## src/jib_pkg.sv

```systemverilog
`timescale 1ns / 1ps
package jib_pkg;

	localparam int STACK_DEPTH = 64;
	localparam int LOCAL_COUNT = 256;
	localparam int STK_AW      = $clog2(STACK_DEPTH);
	localparam int CNT_W       = $clog2(STACK_DEPTH + 1);
	localparam int LIDX_W      = $clog2(LOCAL_COUNT);
	localparam int Q_DEPTH     = 2;
	localparam int Q_AW        = $clog2(Q_DEPTH);
	localparam int Q_CW        = $clog2(Q_DEPTH + 1);
	localparam int DIV_STEPS   = 32;
	localparam int DIV_CW      = $clog2(DIV_STEPS);

	typedef enum logic [2:0] {
		FLT_NONE    = 3'd0,
		FLT_UNKNOWN = 3'd1,
		FLT_UNDER   = 3'd2,
		FLT_OVER    = 3'd3,
		FLT_DIV0    = 3'd4
	} fault_t;

	localparam logic [7:0] OP_NOP      = 8'h00;
	localparam logic [7:0] OP_ICONST_M = 8'h02;
	localparam logic [7:0] OP_ICONST_5 = 8'h08;
	localparam logic [7:0] OP_ICONST_0 = 8'h03;
	localparam logic [7:0] OP_BIPUSH   = 8'h10;
	localparam logic [7:0] OP_SIPUSH   = 8'h11;
	localparam logic [7:0] OP_ILOAD    = 8'h15;
	localparam logic [7:0] OP_ALOAD    = 8'h19;
	localparam logic [7:0] OP_ILOAD_0  = 8'h1a;
	localparam logic [7:0] OP_ILOAD_3  = 8'h1d;
	localparam logic [7:0] OP_ALOAD_0  = 8'h2a;
	localparam logic [7:0] OP_ALOAD_3  = 8'h2d;
	localparam logic [7:0] OP_ISTORE   = 8'h36;
	localparam logic [7:0] OP_ASTORE   = 8'h3a;
	localparam logic [7:0] OP_ISTORE_0 = 8'h3b;
	localparam logic [7:0] OP_ISTORE_3 = 8'h3e;
	localparam logic [7:0] OP_ASTORE_0 = 8'h4b;
	localparam logic [7:0] OP_ASTORE_3 = 8'h4e;
	localparam logic [7:0] OP_DUP      = 8'h59;
	localparam logic [7:0] OP_IADD     = 8'h60;
	localparam logic [7:0] OP_ISUB     = 8'h64;
	localparam logic [7:0] OP_IMUL     = 8'h68;
	localparam logic [7:0] OP_IDIV     = 8'h6c;
	localparam logic [7:0] OP_IREM     = 8'h70;
	localparam logic [7:0] OP_INEG     = 8'h74;
	localparam logic [7:0] OP_ISHL     = 8'h78;
	localparam logic [7:0] OP_ISHR     = 8'h7a;
	localparam logic [7:0] OP_IUSHR    = 8'h7c;
	localparam logic [7:0] OP_IAND     = 8'h7e;
	localparam logic [7:0] OP_IOR      = 8'h80;
	localparam logic [7:0] OP_IXOR     = 8'h82;
	localparam logic [7:0] OP_IINC     = 8'h84;
	localparam logic [7:0] OP_IFEQ     = 8'h99;
	localparam logic [7:0] OP_IFLE     = 8'h9e;
	localparam logic [7:0] OP_IFCMPEQ  = 8'h9f;
	localparam logic [7:0] OP_IFCMPLE  = 8'ha4;
	localparam logic [7:0] OP_GOTO     = 8'ha7;
	localparam logic [7:0] OP_IRETURN  = 8'hac;
	localparam logic [7:0] OP_ARETURN  = 8'hb0;
	localparam logic [7:0] OP_RETURN   = 8'hb1;
	localparam logic [7:0] OP_INVVIRT  = 8'hb6;

	typedef enum logic [4:0] {
		K_NOP, K_CONST, K_LOAD, K_STORE, K_DUP, K_ADD, K_SUB, K_MUL, K_DIV, K_REM,
		K_NEG, K_SHL, K_SHR, K_USHR, K_AND, K_OR, K_XOR, K_IINC, K_IF1, K_IF2,
		K_GOTO, K_PRINT, K_RET, K_RETV, K_BAD
	} kind_t;

	typedef enum logic [2:0] {C_EQ, C_NE, C_LT, C_GE, C_GT, C_LE} cond_t;

	typedef enum logic [2:0] {B_IDLE, B_EXEC, B_MUL, B_DIV, B_WB} bstate_t;

	typedef struct packed {
		kind_t              kind;
		logic [1:0]         npop;
		logic [1:0]         npush;
		logic [1:0]         len;
		logic [LIDX_W-1:0]  lidx;
		cond_t              cond;
		logic [15:0]        off;
		logic [31:0]        cval;
	} entry_t;

endpackage

```

## src/jib_front.sv

```systemverilog
`timescale 1ns / 1ps
module jib_front import jib_pkg::*; (
	input  logic       in_valid,
	output logic       in_stall,
	input  logic [7:0] opcode,
	input  logic [7:0] first_operand,
	input  logic [7:0] second_operand,
	input  logic       q_full,
	output logic       q_push,
	output entry_t     q_ent
);

	logic [7:0] d8;

	assign in_stall = q_full;
	assign q_push   = in_valid && !q_full;

	always_comb begin
		q_ent       = '0;
		q_ent.kind  = K_BAD;
		q_ent.cond  = C_EQ;
		q_ent.len   = 2'd1;
		q_ent.off   = {first_operand, second_operand};
		q_ent.lidx  = first_operand[LIDX_W-1:0];
		d8          = 8'd0;
		unique case (opcode) inside
			OP_NOP: q_ent.kind = K_NOP;
			[OP_ICONST_M:OP_ICONST_5]: begin
				d8 = opcode - OP_ICONST_0;
				q_ent.kind = K_CONST; q_ent.npush = 2'd1;
				q_ent.cval = {{24{d8[7]}}, d8};
			end
			OP_BIPUSH: begin
				q_ent.kind = K_CONST; q_ent.npush = 2'd1; q_ent.len = 2'd2;
				q_ent.cval = {{24{first_operand[7]}}, first_operand};
			end
			OP_SIPUSH: begin
				q_ent.kind = K_CONST; q_ent.npush = 2'd1; q_ent.len = 2'd3;
				q_ent.cval = {{16{first_operand[7]}}, first_operand, second_operand};
			end
			OP_ILOAD, OP_ALOAD: begin
				q_ent.kind = K_LOAD; q_ent.npush = 2'd1; q_ent.len = 2'd2;
			end
			[OP_ILOAD_0:OP_ILOAD_3]: begin
				d8 = opcode - OP_ILOAD_0;
				q_ent.kind = K_LOAD; q_ent.npush = 2'd1; q_ent.lidx = d8[LIDX_W-1:0];
			end
			[OP_ALOAD_0:OP_ALOAD_3]: begin
				d8 = opcode - OP_ALOAD_0;
				q_ent.kind = K_LOAD; q_ent.npush = 2'd1; q_ent.lidx = d8[LIDX_W-1:0];
			end
			OP_ISTORE, OP_ASTORE: begin
				q_ent.kind = K_STORE; q_ent.npop = 2'd1; q_ent.len = 2'd2;
			end
			[OP_ISTORE_0:OP_ISTORE_3]: begin
				d8 = opcode - OP_ISTORE_0;
				q_ent.kind = K_STORE; q_ent.npop = 2'd1; q_ent.lidx = d8[LIDX_W-1:0];
			end
			[OP_ASTORE_0:OP_ASTORE_3]: begin
				d8 = opcode - OP_ASTORE_0;
				q_ent.kind = K_STORE; q_ent.npop = 2'd1; q_ent.lidx = d8[LIDX_W-1:0];
			end
			OP_DUP: begin q_ent.kind = K_DUP; q_ent.npop = 2'd1; q_ent.npush = 2'd2; end
			OP_INEG: begin q_ent.kind = K_NEG; q_ent.npop = 2'd1; q_ent.npush = 2'd1; end
			OP_IADD, OP_ISUB, OP_IMUL, OP_IDIV, OP_IREM, OP_ISHL, OP_ISHR, OP_IUSHR,
			OP_IAND, OP_IOR, OP_IXOR: begin
				q_ent.npop = 2'd2; q_ent.npush = 2'd1;
				case (opcode)
					OP_IADD:  q_ent.kind = K_ADD;
					OP_ISUB:  q_ent.kind = K_SUB;
					OP_IMUL:  q_ent.kind = K_MUL;
					OP_IDIV:  q_ent.kind = K_DIV;
					OP_IREM:  q_ent.kind = K_REM;
					OP_ISHL:  q_ent.kind = K_SHL;
					OP_ISHR:  q_ent.kind = K_SHR;
					OP_IUSHR: q_ent.kind = K_USHR;
					OP_IAND:  q_ent.kind = K_AND;
					OP_IOR:   q_ent.kind = K_OR;
					default:  q_ent.kind = K_XOR;
				endcase
			end
			OP_IINC: begin q_ent.kind = K_IINC; q_ent.len = 2'd3; end
			[OP_IFEQ:OP_IFLE]: begin
				d8 = opcode - OP_IFEQ;
				q_ent.kind = K_IF1; q_ent.npop = 2'd1; q_ent.len = 2'd3;
				q_ent.cond = cond_t'(d8[2:0]);
			end
			[OP_IFCMPEQ:OP_IFCMPLE]: begin
				d8 = opcode - OP_IFCMPEQ;
				q_ent.kind = K_IF2; q_ent.npop = 2'd2; q_ent.len = 2'd3;
				q_ent.cond = cond_t'(d8[2:0]);
			end
			OP_GOTO: q_ent.kind = K_GOTO;
			OP_INVVIRT: begin q_ent.kind = K_PRINT; q_ent.npop = 2'd1; q_ent.len = 2'd3; end
			OP_IRETURN, OP_ARETURN: begin q_ent.kind = K_RETV; q_ent.npop = 2'd1; end
			OP_RETURN: q_ent.kind = K_RET;
			default: q_ent.kind = K_BAD;
		endcase
	end

endmodule

```

## config.mk

```make
export PLATFORM = sky130hd
export DESIGN_NAME = jib_front
export DESIGN_NICKNAME = d
export VERILOG_FILES = /design/src/jib_pkg.sv /design/src/jib_front.sv
export SDC_FILE = /design/constraint.sdc
export NUM_CORES = 1
export LEC_CHECK = 0
export ABC_AREA = 1
export BUFFER_PORTS_ARGS = -buffer_cell sky130_fd_sc_hd__buf_2
export CAP_MARGIN = 20
export CELL_PAD_IN_SITES_DETAIL_PLACEMENT = 0
export CELL_PAD_IN_SITES_GLOBAL_PLACEMENT = 1
export CORE_UTILIZATION = 32
export DETAILED_ROUTE_END_ITERATION = 8
export GPL_ROUTABILITY_DRIVEN = 0
export PLACE_DENSITY_LB_ADDON = 0.12
export SETUP_SLACK_MARGIN = 0.2
export SYNTH_ARGS = -nofsm -noshare
export SYNTH_HDL_FRONTEND = slang
export SYNTH_SLANG_ARGS = --single-unit
```

## constraint.sdc

```tcl
create_clock -name vclk -period 5
set_input_delay 0.25 -clock vclk [all_inputs]
set_output_delay 0.25 -clock vclk [all_outputs]
set_load 0.02 [all_outputs]
```

; After elaboration in Yosys (flattened, before gate mapping)
; Index checks and enable logic that the tools add are counted.
[totals]
register_bits = 0
latchBits = 0
mem_bits_rw = 0
romBits = 0
in_bits = 26
out_inout_bits = 72
elab_cells = 74
memories = 0
[classes]
addsub = 7
multipliers = 0
n_div = 0
n_lt_le_gt_ge = 14
n_eq_ne = 25
shifts = 0
muxes = 8
n_bitwise = 0
n_reduce_logical = 20
[op_table]
columns = op, n
row1 = 32-bit case mux with 3 select lines, 1
row2 = "8-bit by 7-bit equality test with 1-bit output, second input constant", 11
row3 = 5-bit case mux with 14 select lines, 1
row4 = "8-bit equality test, second input constant", 8
row5 = 5-bit case mux with 10 select lines, 1
row6 = "8-bit by 5-bit equality test with 1-bit output, second input constant", 4
row7 = 8-bit case mux with 4 select lines, 1
row8 = 19-bit OR reduction, 1
row9 = "8-bit by 6-bit equality test with 1-bit output, second input constant", 2
row10 = "8-bit by 6-bit greater-or-equal comparator with 1-bit output, second input constant", 2
row11 = "8-bit greater-or-equal comparator, second input constant", 2
row12 = "8-bit by 6-bit <= comparator with 1-bit output, second input constant", 2
row13 = "8-bit <= comparator, second input constant", 2
row14 = "8-bit by 6-bit subtractor with 8-bit output, second input constant", 2
row15 = 2-bit case mux with 2 select lines, 3
row16 = 12-bit OR reduction, 1
row17 = 11-bit OR reduction, 1
row18 = 10-bit OR reduction, 1
row19 = 5-bit OR reduction, 2
row20 = "8-bit by 2-bit greater-or-equal comparator with 1-bit output, second input constant", 1
row21 = "8-bit by 5-bit greater-or-equal comparator with 1-bit output, second input constant", 1
row22 = "8-bit by 7-bit greater-or-equal comparator with 1-bit output, second input constant", 1
row23 = "8-bit by 4-bit <= comparator with 1-bit output, second input constant", 1
row24 = "8-bit by 5-bit <= comparator with 1-bit output, second input constant", 1
row25 = 13 further kinds, 21

; Longest topological paths before layout
[logic_depth]
word_depth = 4
mapped_depth = 13

; Worst setup path after synthesis
; OpenSTA, ideal clock, no wires.
[synth_timing]
kind = in2out
startpoint = in opcode[0]
endpoint = out q_ent[50] in the netlist's numbering
arrival_time_ns = 2.027
t_required_ns = 4.750
path_slack_ns = 2.723
path_stages = 11
cell_sequence = inv_1 > ha_1 > inv_1 > nor2_1 > nand2_1 > nand2_1 > nand2_2 > inv_1 > fa_1 > xor2_1 > o21ai_0
[synth_rtl]
columns = element, line_no
row1 = start: declaration, jib_front.sv:5  ; input logic [7:0] opcode,
row2 = end: declaration, jib_front.sv:10  ; output entry_t q_ent

==> metrics.txt <==
max cap viols=0; Die W=77.5 µm; xor/xnor share of the synthesized area=2.88%; Core Util, Final=38.4%; Worst setup SP type=primary input; RSZ-0062 raised after global routing=false; via/cell ratio=4.84; PortBufs=98; crit path max fanout=8; status=complete, but fails checks; Mapped Area=1830 µm²; first-pass GRT wire length=10.5 mm; Critical Setup Path Class=primary input to primary output; synth unique cells=31; overall power=0.187 mW; worst slew pin tran=0.731 ns; Yosys top cell area share=22.8%; Layout area overhead=15.7%; postcts setup bufs=0; Place WS=2.26 ns; vias=2348; worst path arrival time=2.49 ns; critical path capture point type=primary output; top cells by area, synth=nand2_1 23%, buf_4 15%, nor2_1 9.0%; min-delay worst type=primary input to primary output; failing checks=design-rule violations; Overflow after GRT=0; PostCTS Resize Cnt=0; VDD IR max=0.0000404 V; DRC Markers=2; Final WS setup=2.26 ns; ANT cells=0; Detail Route Antenna Nets=0; Slew Limit Fails=0; Max stage delay on crit path=0.36 ns; Register Area=0 µm²; sequential area share after synthesis=0%; Total GRT Usage=21.7%; post-synthesis mux area share=0%; area leader, netlist=nand2_1; row count=27; vias in the first global route=2124; Pleak=1.35 nW; final wirelength=6.53 mm; area of the multi-input gates=1340 µm²; worst hold start=q_full; largest net degree at the start of global routing=18; post-synthesis area per instance=5.16 µm²; CP max stage cell=ha_1; DRT iter0 DRCs=99; pwr dens=88.6 nW/µm²; initial antenna violation count=0; Worst Hold Path EP=in_stall; Hold-fix buffers, CTS=0; Initial Util=33.2%; DP Area=2110 µm²; Synth Area in Adders=6.58%; setup TNS=0 ns; drt first pass iters=6; hold path cells=2; Req. time, crit path=4.75 ns; Core Box Area=5510 µm²; wire length per cell=13.5 µm; Cell Chain, Critical Path=buf_2 -> inv_1 -> ha_1 -> inv_1 -> nor2_1 -> nand2_1 -> nand2_1 -> nand2_2 -> inv_1 -> fa_1 -> xor2_1 -> nand3_1 -> o21ai_0 -> buf_2; layout cells sized above 1=31.0%; CP dominant cell by count=inv_1; largest family of logic cells by synthesized area=simple AND/OR/NAND/NOR gates; kind of cell adding the most delay to the critical path=buffers and inverters; seq_cells=0; fin crit period=2.74 ns; Synth Area in Compound Gates=11.3%; fmax=0.365 GHz; die height=77.5 µm; fin crit share=54.8%; nets=450; design area=2110 µm²; Layout clock buffers=0; Worst Path Buf+Inv=5; Syn Inst Count=354; final-report hold violation count=0; fill count=667; Post-Synth Simple-Gate Area=52.6%; yosys warns=0; Total Die Area=6010 µm²; syn_nets=389; I/O pins=98; worst rel slew slack=51.0%; Setup-failing EPs final=0; Final HPWL DP=5.51 mm
[cell families after synthesis]
logic type / Yosys count
and+or+nand+nor: 219
buffers and inverters: 90
AOI/OAI and AO/OA: 30
adders and majority gates: 9
xor gates and xnor gates: 6
[layout by cell type, fill, tap and decap left out]
master and count:
nand2_1 111, buf_2 98, nor2_1 44, inv_1 42
nand3_1 29, o211ai_1 10, inv_2 9, nor3_1 8
ha_1 8, o21ai_0 7, nand2_2 6, nand4_1 6
nor2_2 5, xor2_1 5, o21ai_1 4, o221ai_1 4
or2_2 3, nand3_2 2, nor3_2 2, nand2_4 1
nor2_4 1, o21a_1 1, a21oi_1 1, a211oi_1 1
xnor2_1 1, a22oi_2 1, nor4_1 1, a221oi_1 1
fa_1 1
[Yosys cell counts (5+ instances only)]
cell,number
xor2_1,5
nand2_2,6
ha_1,8
nor2_2,5
o211ai_1,10
nand3_1,29
buf_4,37
nor3_1,8
inv_1,42
nor2_1,44
inv_2,9
nand4_1,6
o21ai_0,7
nand2_1,111
[final cells by class]
type	count	area share [%]
multi-input combinational	264	63.4
timing repair buffer	98	23.2
inverter	51	9.06
tap	72	4.27
[where the power goes]
group | total [mW] | switching (mW) | internal, mW
clock | 0 | 0 | 0
sequential | 0 | 0 | 0
combinational | 0.187 | 0.130 | 0.0572
[worst max path at each step]
stage                     depth (start not counted)  startpoint   endpoint
after floorplan                                  11   opcode[0]  q_ent[50]
after global routing                             14   opcode[0]  q_ent[50]
after CTS                                        14   opcode[0]  q_ent[50]
final                                            14   opcode[0]  q_ent[50]
after detailed placement                         14   opcode[0]  q_ent[50]
after global placement                           14   opcode[0]  q_ent[50]
[per-layer routing]
metal	up-vias	GRT usage [%]	share of wire [%]
li1	1208	-	-
met2	94	39.7	47
met1	1042	28.7	46
met5	-	0	0
met4	0	2.26	1.2
met3	4	0.706	5.5
[stage by stage]
step / instances / hold slack, ns
2_1_floorplan: 354 / 0.580
3_3_place_gp: 485 / 0.732
3_5_place_dp: 485 / 0.736
4_1_cts: 485 / 0.736
5_1_grt: 485 / 0.749
6_report: 485 / 0.734
(Power assumes the default switching activity.)
