--- src/jib_pkg.sv ---
`timescale 1ns / 1ps
package jib_pkg;

	localparam int STACK_DEPTH = 64;
	localparam int LOCAL_COUNT = 256;
	localparam int STK_AW      = $clog2(STACK_DEPTH);
	localparam int CNT_W       = $clog2(STACK_DEPTH + 1);
	localparam int LIDX_W      = $clog2(LOCAL_COUNT);
	localparam int Q_DEPTH     = 2;
	localparam int Q_AW        = $clog2(Q_DEPTH);
	localparam int Q_CW        = $clog2(Q_DEPTH + 1);
	localparam int DIV_STEPS   = 32;
	localparam int DIV_CW      = $clog2(DIV_STEPS);

	typedef enum logic [2:0] {
		FLT_NONE    = 3'd0,
		FLT_UNKNOWN = 3'd1,
		FLT_UNDER   = 3'd2,
		FLT_OVER    = 3'd3,
		FLT_DIV0    = 3'd4
	} fault_t;

	localparam logic [7:0] OP_NOP      = 8'h00;
	localparam logic [7:0] OP_ICONST_M = 8'h02;
	localparam logic [7:0] OP_ICONST_5 = 8'h08;
	localparam logic [7:0] OP_ICONST_0 = 8'h03;
	localparam logic [7:0] OP_BIPUSH   = 8'h10;
	localparam logic [7:0] OP_SIPUSH   = 8'h11;
	localparam logic [7:0] OP_ILOAD    = 8'h15;
	localparam logic [7:0] OP_ALOAD    = 8'h19;
	localparam logic [7:0] OP_ILOAD_0  = 8'h1a;
	localparam logic [7:0] OP_ILOAD_3  = 8'h1d;
	localparam logic [7:0] OP_ALOAD_0  = 8'h2a;
	localparam logic [7:0] OP_ALOAD_3  = 8'h2d;
	localparam logic [7:0] OP_ISTORE   = 8'h36;
	localparam logic [7:0] OP_ASTORE   = 8'h3a;
	localparam logic [7:0] OP_ISTORE_0 = 8'h3b;
	localparam logic [7:0] OP_ISTORE_3 = 8'h3e;
	localparam logic [7:0] OP_ASTORE_0 = 8'h4b;
	localparam logic [7:0] OP_ASTORE_3 = 8'h4e;
	localparam logic [7:0] OP_DUP      = 8'h59;
	localparam logic [7:0] OP_IADD     = 8'h60;
	localparam logic [7:0] OP_ISUB     = 8'h64;
	localparam logic [7:0] OP_IMUL     = 8'h68;
	localparam logic [7:0] OP_IDIV     = 8'h6c;
	localparam logic [7:0] OP_IREM     = 8'h70;
	localparam logic [7:0] OP_INEG     = 8'h74;
	localparam logic [7:0] OP_ISHL     = 8'h78;
	localparam logic [7:0] OP_ISHR     = 8'h7a;
	localparam logic [7:0] OP_IUSHR    = 8'h7c;
	localparam logic [7:0] OP_IAND     = 8'h7e;
	localparam logic [7:0] OP_IOR      = 8'h80;
	localparam logic [7:0] OP_IXOR     = 8'h82;
	localparam logic [7:0] OP_IINC     = 8'h84;
	localparam logic [7:0] OP_IFEQ     = 8'h99;
	localparam logic [7:0] OP_IFLE     = 8'h9e;
	localparam logic [7:0] OP_IFCMPEQ  = 8'h9f;
	localparam logic [7:0] OP_IFCMPLE  = 8'ha4;
	localparam logic [7:0] OP_GOTO     = 8'ha7;
	localparam logic [7:0] OP_IRETURN  = 8'hac;
	localparam logic [7:0] OP_ARETURN  = 8'hb0;
	localparam logic [7:0] OP_RETURN   = 8'hb1;
	localparam logic [7:0] OP_INVVIRT  = 8'hb6;

	typedef enum logic [4:0] {
		K_NOP, K_CONST, K_LOAD, K_STORE, K_DUP, K_ADD, K_SUB, K_MUL, K_DIV, K_REM,
		K_NEG, K_SHL, K_SHR, K_USHR, K_AND, K_OR, K_XOR, K_IINC, K_IF1, K_IF2,
		K_GOTO, K_PRINT, K_RET, K_RETV, K_BAD
	} kind_t;

	typedef enum logic [2:0] {C_EQ, C_NE, C_LT, C_GE, C_GT, C_LE} cond_t;

	typedef enum logic [2:0] {B_IDLE, B_EXEC, B_MUL, B_DIV, B_WB} bstate_t;

	typedef struct packed {
		kind_t              kind;
		logic [1:0]         npop;
		logic [1:0]         npush;
		logic [1:0]         len;
		logic [LIDX_W-1:0]  lidx;
		cond_t              cond;
		logic [15:0]        off;
		logic [31:0]        cval;
	} entry_t;

endpackage

--- src/jib_queue.sv ---
`timescale 1ns / 1ps
module jib_queue import jib_pkg::*; (
	input  logic   clk,
	input  logic   arst_n,
	input  logic   push,
	input  entry_t push_ent,
	output logic   full,
	input  logic   pop,
	output logic   head_valid,
	output entry_t head
);

	entry_t          mem_q [Q_DEPTH];
	logic [Q_AW-1:0] wp_q, rp_q;
	logic [Q_CW-1:0] cnt_q;

	assign full       = (cnt_q == Q_CW'(Q_DEPTH));
	assign head_valid = (cnt_q != '0);
	assign head       = mem_q[rp_q];

	always_ff @(posedge clk) begin
		if (push) mem_q[wp_q] <= push_ent;
	end

	always_ff @(posedge clk or negedge arst_n) begin
		if (!arst_n) begin
			wp_q  <= '0;
			rp_q  <= '0;
			cnt_q <= '0;
		end else begin
			if (push) wp_q <= (wp_q == Q_AW'(Q_DEPTH - 1)) ? '0 : wp_q + 1'b1;
			if (pop)  rp_q <= (rp_q == Q_AW'(Q_DEPTH - 1)) ? '0 : rp_q + 1'b1;
			if (push && !pop)      cnt_q <= cnt_q + 1'b1;
			else if (pop && !push) cnt_q <= cnt_q - 1'b1;
		end
	end

endmodule

--- config.mk ---
export PLATFORM = sky130hd
export DESIGN_NAME = jib_queue
export DESIGN_NICKNAME = d
export VERILOG_FILES = /design/src/jib_pkg.sv /design/src/jib_queue.sv
export SDC_FILE = /design/constraint.sdc
export NUM_CORES = 1
export LEC_CHECK = 0
export BUFFER_PORTS_ARGS = -buffer_cell sky130_fd_sc_hd__buf_2
export CAP_MARGIN = 0
export CELL_PAD_IN_SITES_DETAIL_PLACEMENT = 1
export CELL_PAD_IN_SITES_GLOBAL_PLACEMENT = 2
export CORE_MARGIN = 3
export CORE_UTILIZATION = 25
export CTS_CLUSTER_SIZE = 20
export DETAILED_ROUTE_END_ITERATION = 6
export PLACE_DENSITY_LB_ADDON = 0.1
export SLEW_MARGIN = 25
export SYNTH_ARGS = -nofsm -noshare
export SYNTH_HDL_FRONTEND = slang
export SYNTH_SLANG_ARGS = --single-unit
--- constraint.sdc ---
create_clock -name clk -period 4.9 [get_ports clk]
set_input_delay 1.225 -clock clk [delete_from_list [all_inputs] [get_ports clk]]
set_output_delay 1.225 -clock clk [all_outputs]
set_load 0.005 [all_outputs]
## Word level (Yosys, flattened, before mapping)

Memory sizes are Yosys's and may differ from the RTL's.
Index checks and enable logic that the tools add are counted.

| operators by class | value |
|---|---|
| add/subtract/negate cells | 4 |
| equal/unequal tests | 1 |
| mux-type cells | 6 |
| reductions and logical operators | 6 |

Operators with widths:

| kind | number |
|---|---|
| 2-to-1 mux 1 bit | 4 |
| 2-to-1 mux 2 bit | 2 |
| nonzero test 2 bit | 2 |
| adder 1 bit, second input constant | 2 |
| adder 2 x 1 -> 2 bit, second input constant | 1 |
| == test 2 bit, second input constant | 1 |
| logical AND 1 bit | 2 |
| zero test 1 bit | 2 |
| subtractor 2 x 1 -> 2 bit, second input constant | 1 |

| storage, ports and cells | value |
|---|---|
| flip-flop bits (word level) | 4 |
| memory bits (writable) | 140 |
| bits of input ports | 74 |
| output and inout port bits | 72 |
| logic and storage cells | 21 |
| memories kept | 1 |

Memory list:

| name | words | bits a word | read ports | clocked after memory_dff | wr ports | line | text |
|---|---|---|---|---|---|---|---|
| mem_q | 2 | 70 | 1 | 0 | 1 | jib_queue.sv:13 | `entry_t mem_q [Q_DEPTH];` |

## Logic depth before layout (Yosys ltp)

Gate-level depths: netlist of the first run.

| depth | value |
|---|---|
| depth after elaboration | 4 |
| depth in mapped cells | 5 |
| gate-level depth less buffers | 5 |

## Worst setup path before layout of the first run

No wires, ideal clock.

| path | value |
|---|---|
| path kind | in2reg |
| from | input push |
| to | memory mem_q[0][0] (netlist bit) (enable) |
| setup time | 0.507 ns |
| arrival time | 4.296 ns |
| data required time | 4.393 ns |
| slack | 0.097 ns |
| cell stages on the path | 1 |
| path buffers | 0 |
| cells stage by stage | nor2b_1 |

| on the way | value |
|---|---|
| word-level cells in the longest chain between the ends | 2 |

RTL lines:

| item | line | text |
|---|---|---|
| from (decl) | jib_queue.sv:5 | `input logic push,` |
| 2-to-1 mux 1 bit | jib_queue.sv:22 | `if (push) mem_q[wp_q] <= push_ent;` |
| 2-to-1 mux 1 bit (not written as such) | jib_queue.sv:22 |  |
| to (decl) | jib_queue.sv:13 |  |

No other way between the ends.

==> flow_metrics.tcl, run 1 <==
set metrics [dict create \
    synth_common_cells "edfxtp_1, mux2_4, buf_12" \
    antenna_found_initial 3 \
    slowest_delay_ps 670 \
    power_switching_w 0.00111 \
    synth_area_sq_um 5590 \
    start_util 0.255 \
    synthTopCellsByArea "edfxtp_1, mux2_4, buf_12" \
    worstPathRequired_ps 3670 \
    crit_chain "buf_12 > mux2_4 > buf_2" \
    yosys.area.top_type "edfxtp_1" \
    tritoncts.num_buffers 17 \
    crit_path_end_kind "primary output" \
    min_path_type "flop to flop" \
    intPower_w 0.00309 \
    drc 0 \
    hold_depth 1 \
    yosysSeqAreaShare 0.770 \
    fin_skew_ps 8.43 \
    die-area_sq_um 24200 \
    gp_congestion 0.632 \
    synth_most_common_cell "edfxtp_1" \
    synth_edf_count 140 \
    use_met2 0.157 \
    io_pins 146 \
    n_antenna_cell 0 \
    seqPwrFrac 0.416 \
    drv_slew 0 \
    fin_crit_sh 0.665 \
    ir_drop_mv 0.255 \
    syn_area_per_cell_sq_um 23.9 \
    status "complete, no violations" \
    root_buffer "clkbuf_16" \
    placed_area_sq_um 6600 \
    fp-row-count 54 \
    setup_viol 0 \
    crit_family "flip-flops" \
    grt_pass1_vias 3050 \
    grt_pass1_wl_um 17300 \
    fin_crit_ps 3260 \
    postCtsHoldBufs 0 \
    crit_cells 3 \
    clk_pin_slew_ps 60 \
    path_class "flop to primary output" \
    globalRouteMet1Util 0.114 \
    reg2reg_depth 2 \
    drive_gt1_frac 0.618 \
    gr-usage-all-layers 0.0967 \
    syn_nets 309 \
    htreeDepth 4 \
    arrival_ps 2030 \
    grtUsageMet3 0.0402 \
    yosys_warnings 0 \
    async_reset_ff_frac 0.0278 \
    grt_max_degree 60 \
    grt_overflow 0 \
    die_h_um 156 \
    netlist_instances 234 \
    insertion_delay_ps 410 \
    syn_to_final_growth_pct 28.7 \
    rsz0062_at_grt "false" \
    final_antenna_net_count 0 \
    clkSinkCount 144 \
    pwr_density_cell_nw_per_um2 583 \
    synth.top_cell.area_share 0.752 \
    die_w_um 156 \
    drtPass1Iterations 4 \
    ys_types 14 \
    whs_ps 474 \
    slowest_stage "dfrtp_4" \
    netSwitchingFraction 0.265 \
    combinationalPowerShare 0.274 \
    maxCapViolCount 0 \
    fin_setup_tns_ps 0 \
    wirelength_um 11600 \
    leakagePower_nw 2.86 \
    fmax_ghz 0.307 \
    core_area_sq_um 21900 \
    stdcell_area_sq_um 7190 \
    routed-via-count 2692 \
    cp-start-kind "flop" \
    finalHoldViolCount 0 \
    worst_pin_slew_ps 510 \
    first_iter_violations 168 \
    io_buffer_count 145 \
    crit_fanout 53 \
    cp_num_buf_inv 2 \
    max_slew_margin 0.660 \
    p_clk_frac 0.310 \
    ys.flop_type "edfxtp_1" \
    wl_per_cell_um 16.9 \
    postCtsSetupBuffers 0 \
    vias_per_cell 3.92 \
    grt.busiest_layer "met2" \
    fin_nets 468 \
    hpwlAfterDp_um 7520 \
    ys_ff_latch 144 \
    ctsLongestPathBuffers 2 \
    ctsResizeCount 0 \
    cts_tree "built" \
]
==> layer usage <==
metal  vias up  wire, um
met1      1338      4880
met2        89      5710
li1       1242         -
met5         -        45
met3        17       808
met4         6       153
==> power by group through the flow <==
stage	clock network, W	logic, W	registers, W
floorplan	0	0.000878	0.00173
global placement	0	0.00119	0.00177
detailed placement	0	0.00120	0.00178
CTS	0.00134	0.00120	0.00175
global route	0.00140	0.00125	0.00178
finish	0.00130	0.00115	0.00175
==> cell usage in the layout, fill, tap and decap left out, types with 2 or more instances in the layout <==
| cell type | netlist | routed |
|---|---|---|
| dfrtp_1 | 4 | 3 |
| buf_2 | 0 | 145 |
| xor2_1 | 4 | 4 |
| clkinvlp_4 | 0 | 4 |
| clkbuf_16 | 0 | 17 |
| edfxtp_1 | 140 | 140 |
| mux2_4 | 69 | 69 |
| buf_12 | 7 | 2 |
| bufinv_16 | 0 | 3 |
| clkbuf_1 | 0 | 2 |
| clkinv_4 | 0 | 3 |
==> worst register-to-register path, delay by kind of cell, from the launching register on <==
| family | cells | cell delay (ps) |
|---|---|---|
| flops | 1 | 430 |
| buf+inv | 1 | 390 |
| simple gates | 1 | 400 |
==> cell families (layout without fill, tap and decap cells) <==
logic type	after synthesis	in the layout	share of synthesized area
flops	144	144	0.770
mux	70	70	0.187
buf+inv	9	181	0.0277
xor+xnor	5	5	0.00783
simple gates	5	5	0.00515
fa+ha+maj	1	1	0.00224
==> metrics by stage <==
step | worst slack [ps] | utilization | power, W | cells
final | 1640 | 0.329 | 0.00420 | 686
after floorplan | 97.4 | - | 0.00261 | 234
after detailed placement | 2030 | 0.301 | 0.00298 | 654
after global placement | 2020 | 0.300 | 0.00296 | 653
after CTS | 1570 | 0.329 | 0.00430 | 686
after global routing | 1540 | 0.329 | 0.00443 | 686
==> sequential cells by signal, summed over array words and instances, names as in the netlist <==
name,count
cnt_q,2
rp_q,1
wp_q,1
mem_q,140
==> worst paths after layout <==
check	from	end	slack (ps)
worst max-delay path	rp_q	head[35]	1640
worst min-delay path	cnt_q[1]	cnt_q[1]	470
worst max register to register	wp_q	mem_q[0][61]	3300
worst min register to register	cnt_q[1]	cnt_q[1]	470
max in group asynchronous	arst_n	rp_q	4140
min in group asynchronous	arst_n	wp_q	620
==> area by class of cell <==
| class | instances | area (sq um) |
|---|---|---|
| Clock buffer | 19 | 433 |
| Clock inverter | 13 | 164 |
| Fill cell | 2236 | 14700 |
| Inverter | 1 | 3.75 |
| Multi-Input combinational cell | 81 | 1140 |
| Sequential cell | 144 | 4310 |
| Tap cell | 280 | 350 |
| Timing Repair Buffer | 148 | 793 |
Note: power is estimated with default switching activity, not from simulation.
==> inputs of run 2 (changes only) <==
==> constraint.sdc (replaced) <==
create_clock -name clk -period 3.3 [get_ports clk]
set_input_delay 0.825 -clock clk [delete_from_list [all_inputs] [get_ports clk]]
set_output_delay 0.825 -clock clk [all_outputs]
set_load 0.005 [all_outputs]
==> run 2 against run 1 <==
Compared with the run above:
- clock power grew 60%
- utilization grew 0.30 points
- routed wire length shrank 1.8%
- non-clock buffer count rose by 4
- sequential power up 49%
- sequential cell count stayed put
- sequential share of layout area decreased by 0.54 points
- register-to-register slack got worse by 1500 ps
- combinational power rose by 49%
==> flow_metrics.tcl, run 2 (synthesis results as in run 1) <==
set metrics [dict create \
    drive_gt1_frac 0.628 \
    fin_skew_ps 4.50 \
    grt_pass1_vias 2992 \
    min_path_type "input pin to async pin" \
    fp-row-count 54 \
    start_util 0.255 \
    crit_path_end_kind "primary output" \
    root_buffer "clkbuf_16" \
    cts_tree "built" \
    fin_setup_tns_ps 0 \
    ff2ff_setup_slack_ps 1840 \
    leakagePower_nw 2.92 \
    worstPathRequired_ps 2470 \
    rsz0062_at_grt "false" \
    pwr_density_cell_nw_per_um2 881 \
    insertion_delay_ps 410 \
    status "complete, no violations" \
    clkSinkCount 144 \
    reg.largest.list "mem_q: 140 flops, cnt_q: 2 flops" \
    path_class "flop to primary output" \
    vias_per_cell 3.93 \
    final_antenna_net_count 0 \
    routed-via-count 2710 \
    fin_cells 689 \
    postCtsHoldBufs 0 \
    placed_cells 658 \
    syn_to_final_growth_pct 29.8 \
    regMostFlops "mem_q" \
    antenna_found_initial 1 \
    core_area_sq_um 21900 \
    tritoncts.num_buffers 17 \
    crit_fanout 21 \
    grt_pass1_wl_um 16900 \
    placed_area_sq_um 6620 \
    io_pins 146 \
    arrival_ps 1930 \
    wl_per_cell_um 16.5 \
    htreeDepth 4 \
    grt_overflow 0 \
    gr-usage-all-layers 0.0949 \
    layout_common_cells "buf_2, edfxtp_1, mux2_4" \
    fmax_ghz 0.363 \
    ctsResizeCount 0 \
    clk_pin_slew_ps 60 \
    worst_pin_slew_ps 522 \
    grt_max_degree 36 \
    ir_drop_mv 0.312 \
    die_h_um 156 \
    cp-start-kind "flop" \
    gp_congestion 0.649 \
    stdcell_area_sq_um 7260 \
    fin_crit_ps 2750 \
    drv_slew 0 \
    die_w_um 156 \
    io_buffer_count 145 \
    wirelength_um 11400 \
    hpwlAfterDp_um 7590 \
    postCtsSetupBuffers 0 \
    die-area_sq_um 24200 \
    drtPass1Iterations 4 \
    largest_register_ffs 140 \
    max_slew_margin 0.652 \
    setup_viol 0 \
    first_iter_violations 93 \
    ctsLongestPathBuffers 2 \
    fin_nets 472 \
    finalHoldViolCount 0 \
    drc 0 \
    maxCapViolCount 0 \
    final_common_cell "buf_2" \
    fin_crit_sh 0.834 \
    n_antenna_cell 0 \
]
[run 2: cell count changes in the layout (fill, tap and decap cells not counted)]
| cell | delta |
|---|---|
| buf_4 | +4 |
| clkinvlp_4 | -4 |
| clkinv_2 | +3 |
| bufinv_16 | +2 |
| clkbuf_1 | -2 |
| buf_12 | +1 |
| buf_16 | -1 |
| clkinv_1 | -1 |
| inv_6 | +1 |
[run 2: per-layer routing]
layer	GRT usage	part of all wire	vias to the layer above
met4	0.0375	0.016	2
met1	0.110	0.42	1345
li1	-	-	1251
met3	0.0411	0.073	18
met5	0	0.0011	-
met2	0.156	0.49	94
[run 2: path summary, 6_finish.rpt]
check                           startpoint            to  depth (start not counted)
worst max-delay path                  rp_q      head[33]                          3
worst min-delay path                arst_n      cnt_q[1]                          1
worst max register to register        wp_q  mem_q[1][35]                          2
worst min register to register    cnt_q[1]      cnt_q[1]                          1
max in group asynchronous           arst_n          rp_q                          1
min in group clk                  cnt_q[1]      cnt_q[1]                          1
[run 2: worst max-delay path, stage by stage, from the launching register on]
cell and delay [ps]:
dfrtp_4 720, buf_4 340, mux2_4 320, buf_2 130
[run 2: power breakdown]
group | internal [W] | total [W] | switching [W]
Clock | 0.00134 | 0.00208 | 0.000738
Combinational | 0.000982 | 0.00171 | 0.000726
Sequential | 0.00243 | 0.00261 | 0.000175
Total | 0.00475 | 0.00639 | 0.00164
[run 2: layout make-up]
class / instances / area, sq um
fill: 2260 / 14600
sequential: 144 / 4310
clock inverter: 14 / 214
clock buffer: 17 / 425
inverter: 1 / 3.75
tap: 280 / 350
timing repair buffer: 152 / 816
multi-input combinational: 81 / 1140
[run 2: through the flow]
step	utilization	setup slack, ps	hold slack, ps	total power, W
floorplan	-	208	447	0.00386
global placement	0.302	940	467	0.00442
detailed placement	0.302	926	472	0.00444
CTS	0.332	466	194	0.00657
global route	0.332	433	192	0.00676
finish	0.332	549	222	0.00639
==> inputs of run 3 (changes only) <==
--- a/config.mk
+++ b/config.mk
@@ -5,6 +5,7 @@
 export SDC_FILE = /design/constraint.sdc
 export NUM_CORES = 1
 export LEC_CHECK = 0
+export ABC_AREA = 1
 export BUFFER_PORTS_ARGS = -buffer_cell sky130_fd_sc_hd__buf_2
 export CAP_MARGIN = 0
 export CELL_PAD_IN_SITES_DETAIL_PLACEMENT = 1
==> constraint.sdc (replaced) <==
create_clock -name clk -period 2.35 [get_ports clk]
set_input_delay 0.5875 -clock clk [delete_from_list [all_inputs] [get_ports clk]]
set_output_delay 0.5875 -clock clk [all_outputs]
set_load 0.005 [all_outputs]
==> run 3 against run 2 <==
Compared with the run above:
- sequential cell count stayed put
- design area is 1.0% higher
- worst setup slack worse by 440 ps
- final cell count is 2.2% higher
- sequential power is 38% higher
- register-to-register slack worse by 870 ps
- worst hold slack better by 140 ps
- clock skew is 1.4 ps higher
==> flow_metrics.tcl, run 3 <==
set metrics [dict create \
    status "complete, no violations" \
    slowest_delay_ps 540 \
    ctsLongestPathBuffers 2 \
    synth_area_sq_um 5610 \
    drtPass1Iterations 4 \
    leakagePower_nw 2.96 \
    multiInputGateArea_sq_um 1130 \
    pwr_density_cell_nw_per_um2 1220 \
    final_common_cell "buf_2" \
    die-area_sq_um 24300 \
    hold_start "push_ent[35]" \
    rsz0062_at_grt "false" \
    synth_most_common_cell "edfxtp_1" \
    worstPathRequired_ps 1760 \
    register_area_sq_um 4310 \
    regMostFlops "mem_q" \
    synth_common_cells "edfxtp_1, mux2_4, buf_12, inv_1, nand2_1" \
    fin_cells 704 \
    antenna_found_initial 2 \
    maxCapViolCount 0 \
    netlist_instances 243 \
    setup_viol 0 \
    wirelength_um 11400 \
    cp-start-kind "flop" \
    reg2reg_depth 2 \
    ir_drop_mv 0.598 \
    hold_depth 1 \
    drv_slew 0 \
    htreeDepth 4 \
    placed_cells 669 \
    ys_types 14 \
    syn_area_per_cell_sq_um 23.1 \
    core_area_sq_um 22000 \
    max_slew_margin 0.688 \
    fin_util 0.334 \
    gp_congestion 0.661 \
    fin_crit_sh 0.955 \
    first_iter_violations 104 \
    worst_pin_slew_ps 469 \
    arrival_ps 1660 \
    whs_endpoint "mem_q[0][35]" \
    synthTopCellsByArea "edfxtp_1, mux2_4, buf_12" \
    die_w_um 156 \
    fin_nets 486 \
    syn_to_final_growth_pct 30.7 \
    syn_nets 318 \
    crit_fanout 9 \
    min_path_type "input pin to flop" \
    layout_common_cells "buf_2, edfxtp_1, mux2_4" \
    fp-row-count 54 \
    hpwlAfterDp_um 7780 \
    io_buffer_count 145 \
    tritoncts.num_buffers 17 \
    largest_register_ffs 140 \
    grt_overflow 0 \
    stdcell_area_sq_um 7330 \
    async_reset_ff_frac 0.0278 \
    fin_skew_ps 5.86 \
    ys_ff_latch 144 \
    vias_per_cell 3.93 \
    wl_per_cell_um 16.2 \
    crit_path_end_kind "primary output" \
    n_antenna_cell 0 \
    crit_chain "buf_4 > mux2_4 > buf_2" \
    synth.top_cell.area_share 0.749 \
    yosysSeqAreaShare 0.767 \
    r2r-start "wp_q" \
    insertion_delay_ps 400 \
    timing.rr.end "mem_q[0][19]" \
    routed-via-count 2770 \
    clk_pin_slew_ps 60 \
    finalHoldViolCount 0 \
    fin_setup_tns_ps 0 \
    die_h_um 156 \
    gr-usage-all-layers 0.0971 \
    io_pins 146 \
    drive_gt1_frac 0.608 \
    clkSinkCount 144 \
    grt_max_degree 39 \
    root_buffer "clkbuf_16" \
    reg.largest.list "mem_q: 140 flops, cnt_q: 2 flops" \
    start_util 0.255 \
    drc 0 \
    yosys.area.top_type "edfxtp_1" \
    grt_pass1_vias 3060 \
    yosys_warnings 0 \
    path_class "flop to primary output" \
    slowest_stage "dfrtp_4" \
    grt_pass1_wl_um 17300 \
    fmax_ghz 0.446 \
    fin_crit_ps 2240 \
    final_antenna_net_count 0 \
    cts_tree "built" \
    ys.flop_type "edfxtp_1" \
    ff2ff_setup_slack_ps 970 \
    placed_area_sq_um 6690 \
    synth_edf_count 140 \
    fillCellCount 2218 \
]
## run 3: routing by layer
metal / global-route usage / vias to the layer above / wire length, um
met5: 0 / - / 27
met4: 0.0404 / 4 / 142
met3: 0.0352 / 12 / 627
met2: 0.168 / 76 / 6070
met1: 0.108 / 1399 / 4570
li1: - / 1279 / -
## run 3: final cells by class
| class | count | area share |
|---|---|---|
| sequential | 144 | 0.587 |
| multi-input combinational | 84 | 0.155 |
| timing repair buffer | 157 | 0.122 |
| clock buffer | 21 | 0.0614 |
| tap | 280 | 0.0478 |
| clock inverter | 11 | 0.0227 |
| inverter | 7 | 0.00409 |
## run 3: power breakdown
| part | internal [W] | switching (W) |
|---|---|---|
| registers | 0.00341 | 0.000174 |
| logic | 0.00146 | 0.00114 |
| clock network | 0.00180 | 0.000984 |
| total | 0.00668 | 0.00230 |
## run 3: how the worst max path moves through the flow
stage	from	endpoint	depth (start not counted)
2_1_floorplan	push	mem_q[1][0]	2
3_3_place_gp	rp_q	head[52]	3
3_5_place_dp	rp_q	head[11]	3
4_1_cts	rp_q	head[11]	3
5_1_grt	rp_q	head[19]	3
6_report	rp_q	head[19]	3
## run 3: kinds of logic (layout without fill, tap and decap cells)
kind of cell	Yosys count	after routing	synth area share
multiplexers	70	70	0.187
adder cells (fa/ha/maj)	1	1	0.00223
buffers and inverters	15	196	0.0317
XOR/XNOR	3	3	0.00469
AND/OR/NAND/NOR	10	10	0.00736
flip-flops	144	144	0.767
## run 3: repair_timing
item,4_1_cts,5_1_grt
setup buffers,2,0
hold buffers,1,0
endpoints found under the hold margin,4,0
gates resized for setup,0,0
endpoints found under the setup margin,13,0
## run 3: per-stage QoR
step	hold WS [ps]	power, W	worst slack [ps]
global route	334	0.00950	16.9
CTS	333	0.00923	44.3
global placement	401	0.00631	446
finish	365	0.00897	105
detailed placement	408	0.00634	429
floorplan	292	0.00542	270
## run 3: critical path, delay by kind of cell, from the launching register on
family | cells | cell delay (ps)
buffers and inverters | 2 | 380
multiplexers | 1 | 320
flip-flops | 1 | 540
